$ cat src/hw/rtl/hts_stack_ram.sv
// ============================================================================
// hts_stack_ram
// pending slot stack below the top entry, read every cycle, write forwarded
// ============================================================================
`default_nettype none

module hts_stack_ram #(
    parameter int WIDTH = 10,
    parameter int DEPTH = 257,
    parameter int AW    = 9
) (
    input  logic             i_clk,
    input  logic             i_we,
    input  logic [AW-1:0]    i_waddr,
    input  logic [WIDTH-1:0] i_wdata,
    input  logic [AW-1:0]    i_raddr,
    output logic [WIDTH-1:0] o_rdata
);

    logic [WIDTH-1:0] mem [DEPTH];
    logic [WIDTH-1:0] r_rdata;

    always_ff @(posedge i_clk) begin
        if (i_we) begin
            mem[i_waddr] <= i_wdata;
        end
        // same-entry write wins over the stored value
        if (i_we && (i_waddr == i_raddr)) begin
            r_rdata <= i_wdata;
        end else begin
            r_rdata <= mem[i_raddr];
        end
    end

    assign o_rdata = r_rdata;

endmodule

`default_nettype wire

$ cat config.mk
export PLATFORM = sky130hd
export DESIGN_NAME = hts_stack_ram
export DESIGN_NICKNAME = d
export VERILOG_FILES = /design/src/hw/rtl/hts_stack_ram.sv
export SDC_FILE = /design/constraint.sdc
export NUM_CORES = 2
export LEC_CHECK = 0
export BUFFER_PORTS_ARGS = -buffer_cell sky130_fd_sc_hd__buf_2
export CAP_MARGIN = 10
export CELL_PAD_IN_SITES_DETAIL_PLACEMENT = 1
export CELL_PAD_IN_SITES_GLOBAL_PLACEMENT = 1
export CORE_MARGIN = 5
export CORE_UTILIZATION = 61
export DETAILED_ROUTE_END_ITERATION = 8
export PLACE_DENSITY_LB_ADDON = 0.08
export SETUP_SLACK_MARGIN = 0.05
export SLEW_MARGIN = 20
export SYNTH_ARGS = -nofsm -noshare
export SYNTH_HDL_FRONTEND = slang
export SYNTH_SLANG_ARGS = --single-unit
export TNS_END_PERCENT = 50
$ cat constraint.sdc
create_clock -name i_clk -period 5.61 [get_ports i_clk]
set_input_delay 1.122 -clock i_clk [delete_from_list [all_inputs] [get_ports i_clk]]
set_output_delay 1.122 -clock i_clk [all_outputs]
set_load 0.05 [all_outputs]
==> metrics.log <==
[metrics] achievable clock frequency: 177.2 MHz
[metrics] Power Internal: 31.71 mW
[metrics] prevailing post-synth register cell: edfxtp_1
[metrics] effective utilization at floorplan: 61.47%
[metrics] number of violations of the max-capacitance limit: 0
[metrics] switching portion of total power: 21.35%
[metrics] flip-flop count of the largest register after layout: between 2000 and 3000
[metrics] detailed-route wire length: 269100 um
[metrics] number of enable-type register cells in the synthesized netlist: 2570
[metrics] register with the highest flop count: mem
[metrics] Regs by FF count: mem x2570
[metrics] cell at the root of the clock tree: clkbuf_16
[metrics] core utilization of the finished layout: 69.82%
[metrics] post-synthesis cell area: 0.09893 mm^2
[metrics] DR iter-0 viols: 6833
[metrics] Synth async-reset ratio: 0%
[metrics] DRT antenna net count: 0
[metrics] via count of the first global-routing pass: 53300
[metrics] area of the core: about 0.16 mm^2
[metrics] die area: roughly 0.17 mm^2
[metrics] worst stage delay on the critical path: 550 ps
[metrics] critical-path cell with the highest stage delay: dfxtp_1
[metrics] synthesized flop and latch total: 2579
[metrics] clk buf depth: 4
[metrics] WS Path Type: flop to output pin
[metrics] fraction of layout instances using a drive strength above 1: 27.34%
[metrics] Final Max Tran Viols: 0
[metrics] multi-input logic area: ~0.021 mm^2
[metrics] setup repair after global routing missed its margin: true
[metrics] DIE WIDTH: 412.7 um
[metrics] final hold violations: 0
[metrics] GRT Resource Usage Total: 32.14%
[metrics] maximum number of pins on one net before global-route repair: 156
[metrics] number of optimization iterations in the first detailed-route pass: 6
[metrics] Routability Congestion: 0.8292
[metrics] critical path data required time: 4490 ps
[metrics] # DRC: 0
[metrics] Synthesized Nets: around 4700
[metrics] Hold WC Path Type: input pin to flop
[metrics] final routed wire length divided by cell count: 36.63 um
[metrics] height of the die: 412.7 um
[metrics] Top-Level Pins: 40
[metrics] most common cell after layout, fill and taps aside: edfxtp_1
[metrics] Port Buffer Count: 39
[metrics] Clk network pwr share: a little over two fifths
[metrics] run status: complete, but fails checks
[metrics] Worst Path Arrival: 4520 ps
[metrics] Max IR drop VDD: about 0.0004 V
[metrics] Layout fillers: ~12000
[metrics] Worst path most repeated cell: buf_4
[metrics] start point of the worst hold path: i_raddr[7]
[metrics] Layout area overhead: 13.57%
[metrics] Mean Syn Cell Area: between 20 and 25 um^2
[metrics] Hold Slack: 297.9 ps
[metrics] storage element area: 0.07737 mm^2
[metrics] hold depth: 1
[metrics] vias per std cell: 6.902
[metrics] number of warning messages in the yosys log: 0
[metrics] final setup violation count: 1
[metrics] Buf+Inv Stages, Crit Path: 3
[metrics] power dissipated by switching net loads: 8.609 mW
[metrics] share of the clock period used by the worst path after layout: 100.6%
[metrics] minimum clock period after layout: 5642 ps
[metrics] via count: 50710
[metrics] startpoint class of the critical path: flop
[metrics] most used cells in the layout excluding fill and tap cells: edfxtp_1 (2570), mux4_2 (570), clkbuf_16 (285), nor2_1 (276), buf_4 (235)
[metrics] failing checks: negative setup slack
[metrics] static leakage: 35.31 nW
[metrics] CTS tree: built
[metrics] largest delay contributor family on the critical path: compound AO/OA/AOI/OAI gates
[metrics] Nets: 5027
[metrics] hpwl dp: 157200 um
[metrics] final worst slack: -31.77 ps
[metrics] row count: 147
[metrics] overflow left after global routing: 0
[metrics] highest fanout seen on the critical path: 10
[metrics] Combinational Power Share: 5.0%
[metrics] Critical Path, Cell by Cell: buf_4, nand2_1, nor2_1, buf_4, a22oi_1, a41oi_1, or4_1, o32a_1, buf_2
[metrics] sequential fraction of design power: between 50% and 60%
[metrics] register area share after synthesis: 78.19%
[metrics] number of buffers added by the clock tree synthesis step: 278
[metrics] clock slew seen by the registers of the worst setup and hold paths: 60 ps
[metrics] normalized max-slew margin: a little over a fifth
[metrics] hold buffer count at CTS: 0
[metrics] slew at the pin with the worst max-slew slack: between 1000 and 1500 ps
[metrics] H-tree level count: 5
[metrics] number of antenna violations at the first check in global routing: 14
[metrics] Critical Path End Type: output pin
[metrics] number of distinct library cells after synthesis: 38
[metrics] Mapped Cells: 4662
[metrics] clock tree sinks: 2579
[metrics] PwrDens: 358.9 mW/mm^2
[metrics] global-route wire length before repair: between 300000 and 400000 um
==> stage by stage <==
step | setup TNS (ps) | instances | total power [mW] | area [um^2] | setup WS, ps
CTS | 0 | 7344 | 40.42 | 112100 | 29.82
global route | -18.98 | 7346 | 41.51 | 112400 | -18.98
detailed placement | 0 | 6856 | 23.54 | 103200 | 342.5
finish | -31.77 | 7347 | 40.32 | 112400 | -31.77
global placement | 0 | 6855 | 23.47 | 103200 | 454.1
floorplan | 0 | 4662 | 22.60 | 98930 | 1838
==> metal layers <==
metal	vias to the layer above	part of all wire (%)	global-route usage (%)
met2	2977	49	50.97
met3	572	9.5	6.341
li1	20170	-	-
met1	26990	38	45.20
met4	10	4.1	12.30
met5	-	0.023	0
==> synthesized netlist by cell type (2+ instances only) <==
| master | n | share of area [%] |
|---|---|---|
| and3_1 | 3 | 0.019 |
| o22ai_1 | 70 | 0.44 |
| nor2_1 | 294 | 1.1 |
| nand3_1 | 31 | 0.16 |
| mux4_2 | 570 | 13 |
| nor3_1 | 41 | 0.21 |
| and4_1 | 2 | 0.018 |
| buf_2 | 77 | 0.39 |
| or4_1 | 10 | 0.076 |
| nand2b_1 | 4 | 0.025 |
| mux2i_1 | 110 | 1.1 |
| buf_6 | 8 | 0.091 |
| edfxtp_1 | 2570 | 78 |
| nor3b_1 | 5 | 0.038 |
| buf_4 | 10 | 0.076 |
| and3b_1 | 5 | 0.044 |
| mux2_2 | 60 | 0.68 |
| buf_1 | 23 | 0.087 |
| o32ai_1 | 10 | 0.089 |
| a22oi_1 | 180 | 1.4 |
| a21oi_1 | 110 | 0.56 |
| nand2_1 | 171 | 0.65 |
| o31ai_1 | 30 | 0.23 |
| a211oi_1 | 40 | 0.30 |
| nor2b_1 | 12 | 0.076 |
| clkbuf_1 | 157 | 0.60 |
| or2_2 | 2 | 0.013 |
| dfxtp_1 | 9 | 0.18 |
| and2_1 | 2 | 0.013 |
| o32a_1 | 10 | 0.10 |
| o21ai_0 | 10 | 0.051 |
| a41oi_1 | 20 | 0.18 |
==> cells by family after synthesis <==
logic type,after synthesis,synth area share [%]
compound gates,480,3.314
mux,740,14.77
buf+inv,278,1.251
simple gates,585,2.475
flops,2579,78.19
==> power by group through the flow <==
stage / combinational (mW) / clock [mW] / sequential (mW)
final: 2.00 / 17.1 / 21.2
after global routing: 2.07 / 18.2 / 21.2
after CTS: 1.97 / 17.2 / 21.2
after detailed placement: 1.88 / 0 / 21.7
after global placement: 1.82 / 0 / 21.6
after floorplan: 0.972 / 0 / 21.6
==> how the worst max path moves through the flow <==
| stage | cells after the start | end | slack [ps] |
|---|---|---|---|
| 2_1_floorplan | 10 | o_rdata[0] | 1840 |
| 3_3_place_gp | 8 | o_rdata[3] | 450 |
| 3_5_place_dp | 7 | o_rdata[3] | 340 |
| 4_1_cts | 7 | o_rdata[6] | 30 |
| 5_1_grt | 11 | o_rdata[3] | -20 |
| 6_report | 9 | o_rdata[8] | -30 |
==> final cells by class <==
class / count / share of cell area [%]
clock buffer: 346 / 6.550
antenna: 1 / 0.002227
sequential: 2579 / 68.86
inverter: 3 / 0.01114
clock inverter: 123 / 0.8073
tap: 2160 / 2.405
multi-input combinational: 1806 / 18.56
timing repair buffer: 329 / 2.805
==> repair_timing <==
item                                    CTS  global route
pin swaps                                 4             6
cloned                                    5             1
buffers inserted                         14             0
endpoints found under the hold margin     0             0
endpoints found under the setup margin   10            10
resized for setup                        79            36
No activity file was read; power rests on OpenSTA's default activity.
