**config.mk**
```make
export PLATFORM = sky130hd
export DESIGN_NAME = hts_result_buf_flat
export DESIGN_NICKNAME = d
export VERILOG_FILES = /design/src/hw/rtl/hts_pkg.sv /design/src/hw/rtl/hts_if.sv /design/src/hw/rtl/hts_result_buf.sv /design/src/flat_wrapper.sv
export SDC_FILE = /design/constraint.sdc
export NUM_CORES = 1
export LEC_CHECK = 0
export BUFFER_PORTS_ARGS = -buffer_cell sky130_fd_sc_hd__buf_2
export CORE_UTILIZATION = 43
export CTS_BUF_LIST = sky130_fd_sc_hd__clkbuf_16
export DETAILED_ROUTE_END_ITERATION = 8
export GPL_ROUTABILITY_DRIVEN = 0
export PLACE_DENSITY = 0.73
export SYNTH_ARGS = -nofsm -noshare
export SYNTH_HDL_FRONTEND = slang
export SYNTH_SLANG_ARGS = --single-unit
```
**constraint.sdc**
```tcl
create_clock -name i_clk -period 2.7 [get_ports i_clk]
set_clock_uncertainty 0.1 [all_clocks]
set_input_delay 0.405 -clock i_clk [delete_from_list [all_inputs] [get_ports i_clk]]
set_output_delay 0.405 -clock i_clk [all_outputs]
set_load 0.005 [all_outputs]
```
**src/hw/rtl/hts_pkg.sv**
```systemverilog
// ============================================================================
// hts_pkg
// shared types, widths and codes for the huffman tree stream decoder
// ============================================================================
`default_nettype none

package hts_pkg;

    localparam int TREE_NODES_DEF = 512;  // default size of the node numbering space
    localparam int NODE_BASE      = 256;  // first internal node number
    localparam int SYM_W          = 8;
    localparam int NODE_W         = 9;
    localparam int ID_W           = 10;
    localparam int CNT_W          = 32;
    localparam int KIND_W         = 2;
    localparam int BIT_CNT_W      = 4;

    localparam logic [BIT_CNT_W-1:0] BYTE_BITS = 4'd8;

    localparam int APB_AW = 2;
    localparam int APB_DW = 32;

    localparam logic [APB_AW-1:0] ADDR_OUTPUT_LENGTH = 2'd0;

    typedef enum logic [KIND_W-1:0] {
        KIND_SYMBOL        = 2'd0,
        KIND_TREE_OVERFLOW = 2'd1,
        KIND_EARLY_END     = 2'd2
    } t_kind;

    typedef enum logic [1:0] {
        PH_TREE,
        PH_DECODE,
        PH_DONE,
        PH_ERROR
    } t_phase;

    typedef enum logic [1:0] {
        SEQ_IDLE,
        SEQ_BITS,
        SEQ_FINAL,
        SEQ_FLUSH
    } t_seq;

    typedef struct packed {
        t_kind              kind;
        logic [SYM_W-1:0]   sym;
        logic [CNT_W-1:0]   rep;
    } t_result;

    typedef struct packed {
        logic emit;   // new result into the hold stage
        logic flush;  // close the byte: hold stage leaves with run_end set
    } t_buf_ctl;

    typedef struct packed {
        logic room;    // hold stage can take a result this cycle
        logic hold_v;  // a result waits in the hold stage
    } t_buf_stat;

endpackage

`default_nettype wire

```
**src/hw/rtl/hts_if.sv**
```systemverilog
// ============================================================================
// hts_if
// valid/ready channels of the decoder: compressed bytes in, results out
// ============================================================================
`default_nettype none


interface hts_res_if import hts_pkg::*; ();
    logic              valid;
    logic              ready;
    logic [KIND_W-1:0] result_kind;
    logic [SYM_W-1:0]  decoded_symbol;
    logic [CNT_W-1:0]  repeat_count;
    logic              run_end;

    modport source (output valid, output result_kind, output decoded_symbol,
                    output repeat_count, output run_end, input ready);
    modport sink   (input valid, input result_kind, input decoded_symbol,
                    input repeat_count, input run_end, output ready);
endinterface

`default_nettype wire

```
**src/hw/rtl/hts_result_buf.sv**
```systemverilog
// ============================================================================
// hts_result_buf
// hold stage plus output register; run_end is known once the next result
// or the end of the byte arrives
// ============================================================================
`default_nettype none

module hts_result_buf import hts_pkg::*; (
    input  logic          i_clk,
    input  logic          i_rst_n,
    input  t_buf_ctl      i_ctl,
    input  t_result       i_res,
    output t_buf_stat     o_stat,
    hts_res_if.source     o_res
);

    logic    r_hold_v;
    t_result r_hold;
    logic    r_out_v;
    t_result r_out;
    logic    r_out_end;
    logic    out_free;
    logic    load_out;

    assign out_free = !r_out_v || o_res.ready;
    assign load_out = r_hold_v && out_free && (i_ctl.emit || i_ctl.flush);

    assign o_stat.room   = !r_hold_v || out_free;
    assign o_stat.hold_v = r_hold_v;

    always_ff @(posedge i_clk) begin
        if (!i_rst_n) begin
            r_hold_v <= 1'b0;
            r_out_v  <= 1'b0;
        end else begin
            if (load_out) begin
                r_out_v <= 1'b1;
            end else if (o_res.ready) begin
                r_out_v <= 1'b0;
            end
            if (i_ctl.emit) begin
                r_hold_v <= 1'b1;
            end else if (i_ctl.flush && out_free) begin
                r_hold_v <= 1'b0;
            end
        end
    end

    always_ff @(posedge i_clk) begin
        if (load_out) begin
            r_out     <= r_hold;
            r_out_end <= i_ctl.flush;
        end
        if (i_ctl.emit) begin
            r_hold <= i_res;
        end
    end

    assign o_res.valid          = r_out_v;
    assign o_res.result_kind    = r_out.kind;
    assign o_res.decoded_symbol = r_out.sym;
    assign o_res.repeat_count   = r_out.rep;
    assign o_res.run_end        = r_out_end;

endmodule

`default_nettype wire

```
**src/flat_wrapper.sv**
```systemverilog
// flat-port wrapper written by rule: the top's interface ports become plain ports
module hts_result_buf_flat import hts_pkg::*;
  (i_clk, i_rst_n, i_ctl, i_res, o_stat, o_res_valid, o_res_result_kind, o_res_decoded_symbol, o_res_repeat_count, o_res_run_end, o_res_ready);
  hts_res_if o_res_i ();
  input  logic i_clk;
  input  logic i_rst_n;
  input  t_buf_ctl i_ctl;
  input  t_result i_res;
  output t_buf_stat o_stat;
  output wire logic [$bits(o_res_i.valid)-1:0] o_res_valid;
  output wire logic [$bits(o_res_i.result_kind)-1:0] o_res_result_kind;
  output wire logic [$bits(o_res_i.decoded_symbol)-1:0] o_res_decoded_symbol;
  output wire logic [$bits(o_res_i.repeat_count)-1:0] o_res_repeat_count;
  output wire logic [$bits(o_res_i.run_end)-1:0] o_res_run_end;
  input wire logic [$bits(o_res_i.ready)-1:0] o_res_ready;
  assign o_res_valid = o_res_i.valid;
  assign o_res_result_kind = o_res_i.result_kind;
  assign o_res_decoded_symbol = o_res_i.decoded_symbol;
  assign o_res_repeat_count = o_res_i.repeat_count;
  assign o_res_run_end = o_res_i.run_end;
  assign o_res_i.ready = o_res_ready;
  hts_result_buf u_core (.i_clk(i_clk), .i_rst_n(i_rst_n), .i_ctl(i_ctl), .i_res(i_res), .o_stat(o_stat), .o_res(o_res_i));
endmodule
```
==> flow_metrics.tcl <==
set metrics [dict create \
    num-fill-cells 431 \
    synth_top_cell_by_area "edfxtp_1" \
    area_growth_pct 31.9 \
    placed_cell_area_mm2 0.00322 \
    start_util 0.447 \
    finalWorstSetupSlack_ns 1.06 \
    tightest_slew_ns 0.550 \
    die_y_um 80.5 \
    final_max_slew_viol_count 0 \
    tns_ns 0 \
    cp-start-kind "flop" \
    core.rowCount 28 \
    clk_latency_ns 0.32 \
    ys_seq_elements 87 \
    synth_nets 144 \
    cp_cell_sequence "nor2b_1, nand2_1, buf_2" \
    numPortBuffers 92 \
    timing.fmax_ghz 0.609 \
    clock_path_buffers 2 \
    postCtsHoldBufs 0 \
    layout_commonest_cell "buf_2" \
    setup.worst_path.end_class "output port" \
    peakVddDrop_v 0.000438 \
    n_antenna_cell 0 \
    leakage_nw 1.35 \
    power.density_mw_per_mm2 803 \
    grt_pass1_wl_um 5710 \
    seqPwrFrac 0.574 \
    drt_iter0_markers 103 \
    yosys_warnings 0 \
    cell_internal_pwr_mw 2.26 \
    hold_viol_final 0 \
    wl_per_cell_um 14.6 \
    p_sw_mw 0.547 \
    synthDistinctLibCells 12 \
    dieArea_mm2 0.00647 \
    status "complete, no violations" \
    netlist_instances 97 \
    final_area_mm2 0.00349 \
    drc 0 \
    pin_count 93 \
    root_buffer "clkbuf_16" \
    grt_pass1_vias 1124 \
    fin_crit_sh 0.608 \
    path_max_fanout 3 \
    yosysTopAreaCellShare 0.964 \
    grt_overflow_total 0 \
    htree_levels 3 \
    synth.avg_cell_area_um2 27.3 \
    drtAntennaViolNets 0 \
    routed_wl_um 4090 \
    grt_start_max_net_pins 45 \
    clk_pin_slew_ns 0.06 \
    dr.pass1.iters 6 \
    die_w_um 80.5 \
    min_path_type "primary input to flop" \
    slew_headroom 0.634 \
    p_comb_frac 0.038 \
    pwr-share-clk 0.388 \
    maxCapViolations 0 \
    post_cts_resized 0 \
    rsz0062_at_grt "false" \
    switching_share 0.195 \
    min_period_ns 1.64 \
    syn_area_mm2 0.00265 \
    synth_seq_area_share 0.979 \
    drive_gt1_frac 0.534 \
    vias_per_cell 4.43 \
    synthTopCellsByArea "edfxtp_1 (96%), dfxtp_1 (1.5%), a21boi_0 (0.28%)" \
    numCtsBuffers 9 \
    cp.arrival_ns 1.14 \
    vias 1245 \
    antenna_found_initial 0 \
    required_ns 2.19 \
    cts_tree "yes" \
    report.final.setup_viol 0 \
    max_stage_delay_ns 0.34 \
    crit_slowest_cell "dfxtp_1" \
    critPathKind "flop to output port" \
    final_cell_mix "buf_2 (92), edfxtp_1 (85), clkbuf_16 (9)" \
    post_cts.repair.setup_buffers 0 \
    core_mm2 0.00592 \
    whs_ns 0.151 \
    dp_slack_ns 1.02 \
    nets 248 \
    cts_sinks 87 \
    grt_usage 0.131 \
]
==> power by group through the flow <==
| stage | logic (mW) | clock network [mW] | registers, mW |
|---|---|---|---|
| final | 0.106 | 1.09 | 1.61 |
| after global routing | 0.118 | 1.17 | 1.62 |
| after CTS | 0.109 | 1.12 | 1.61 |
| after detailed placement | 0.108 | 0 | 1.64 |
| after global placement | 0.105 | 0 | 1.63 |
| after floorplan | 0.0169 | 0 | 1.64 |
==> area by class of cell <==
| type | instances | area [µm²] | share of cell area |
|---|---|---|---|
| clock buffer | 9 | 225 | 0.0645 |
| tap | 75 | 93.8 | 0.0269 |
| multi-input combinational | 8 | 51.3 | 0.0147 |
| timing repair buffer | 94 | 475 | 0.136 |
| sequential | 87 | 2590 | 0.742 |
| inverter | 1 | 3.75 | 0.00107 |
| clock inverter | 7 | 50.0 | 0.0143 |
==> layer usage <==
| metal | wire, µm | share of wire | GRT usage |
|---|---|---|---|
| met1 | 1690 | 0.41 | 0.171 |
| met2 | 1980 | 0.48 | 0.189 |
| met3 | 384 | 0.094 | 0.0523 |
| met4 | 37 | 0.0090 | 0.0696 |
| met5 | 0 | 0 | 0 |
==> kinds of logic after synthesis <==
kind of cell	count (synthesis)	share of synthesized area
flops	87	0.979
simple gates	4	0.00756
compound gates	4	0.00898
buf+inv	2	0.00425
==> worst paths after layout <==
check / cells past startpoint / endpoint / slack [ns] / start
setup / recovery: 3 / o_stat[1] / 1.06 / u_core.o_res.valid
hold / removal: 1 / u_core.r_hold[3] / 0.15 / i_res[3]
setup reg to reg: 3 / u_core.o_res.repeat_count[27] / 1.17 / u_core.r_hold_v
hold reg to reg: 0 / u_core.o_res.repeat_count[26] / 0.31 / u_core.r_hold[26]
==> flip-flops by register name (all words and copies together), names as in the netlist <==
register,cells
u_core.o_res.decoded_symbol,8
u_core.o_res.repeat_count,32
u_core.o_res.result_kind,2
u_core.o_res.run_end,1
u_core.o_res.valid,1
u_core.r_hold,42
u_core.r_hold_v,1
==> synthesized netlist by cell type (all sizes together) <==
cell type / count
dfxtp: 2
edfxtp: 85
nand2b: 1
nor2b: 1
a31oi: 1
nand2: 1
buf: 1
nor2: 1
a21boi: 1
o21ai: 2
inv: 1
==> per-stage QoR <==
stage / util / total power, mW / cells
floorplan: - / 1.65 / 97
global placement: 0.543 / 1.74 / 265
detailed placement: 0.543 / 1.75 / 265
CTS: 0.590 / 2.84 / 281
global route: 0.590 / 2.91 / 281
finish: 0.590 / 2.80 / 281
==> worst max-delay path, delay by kind of cell, from the launching register on <==
kind,cells,cell delay [ns]
flops,1,0.34
buf+inv,1,0.13
simple gates,2,0.35
(Power assumes the default switching activity.)
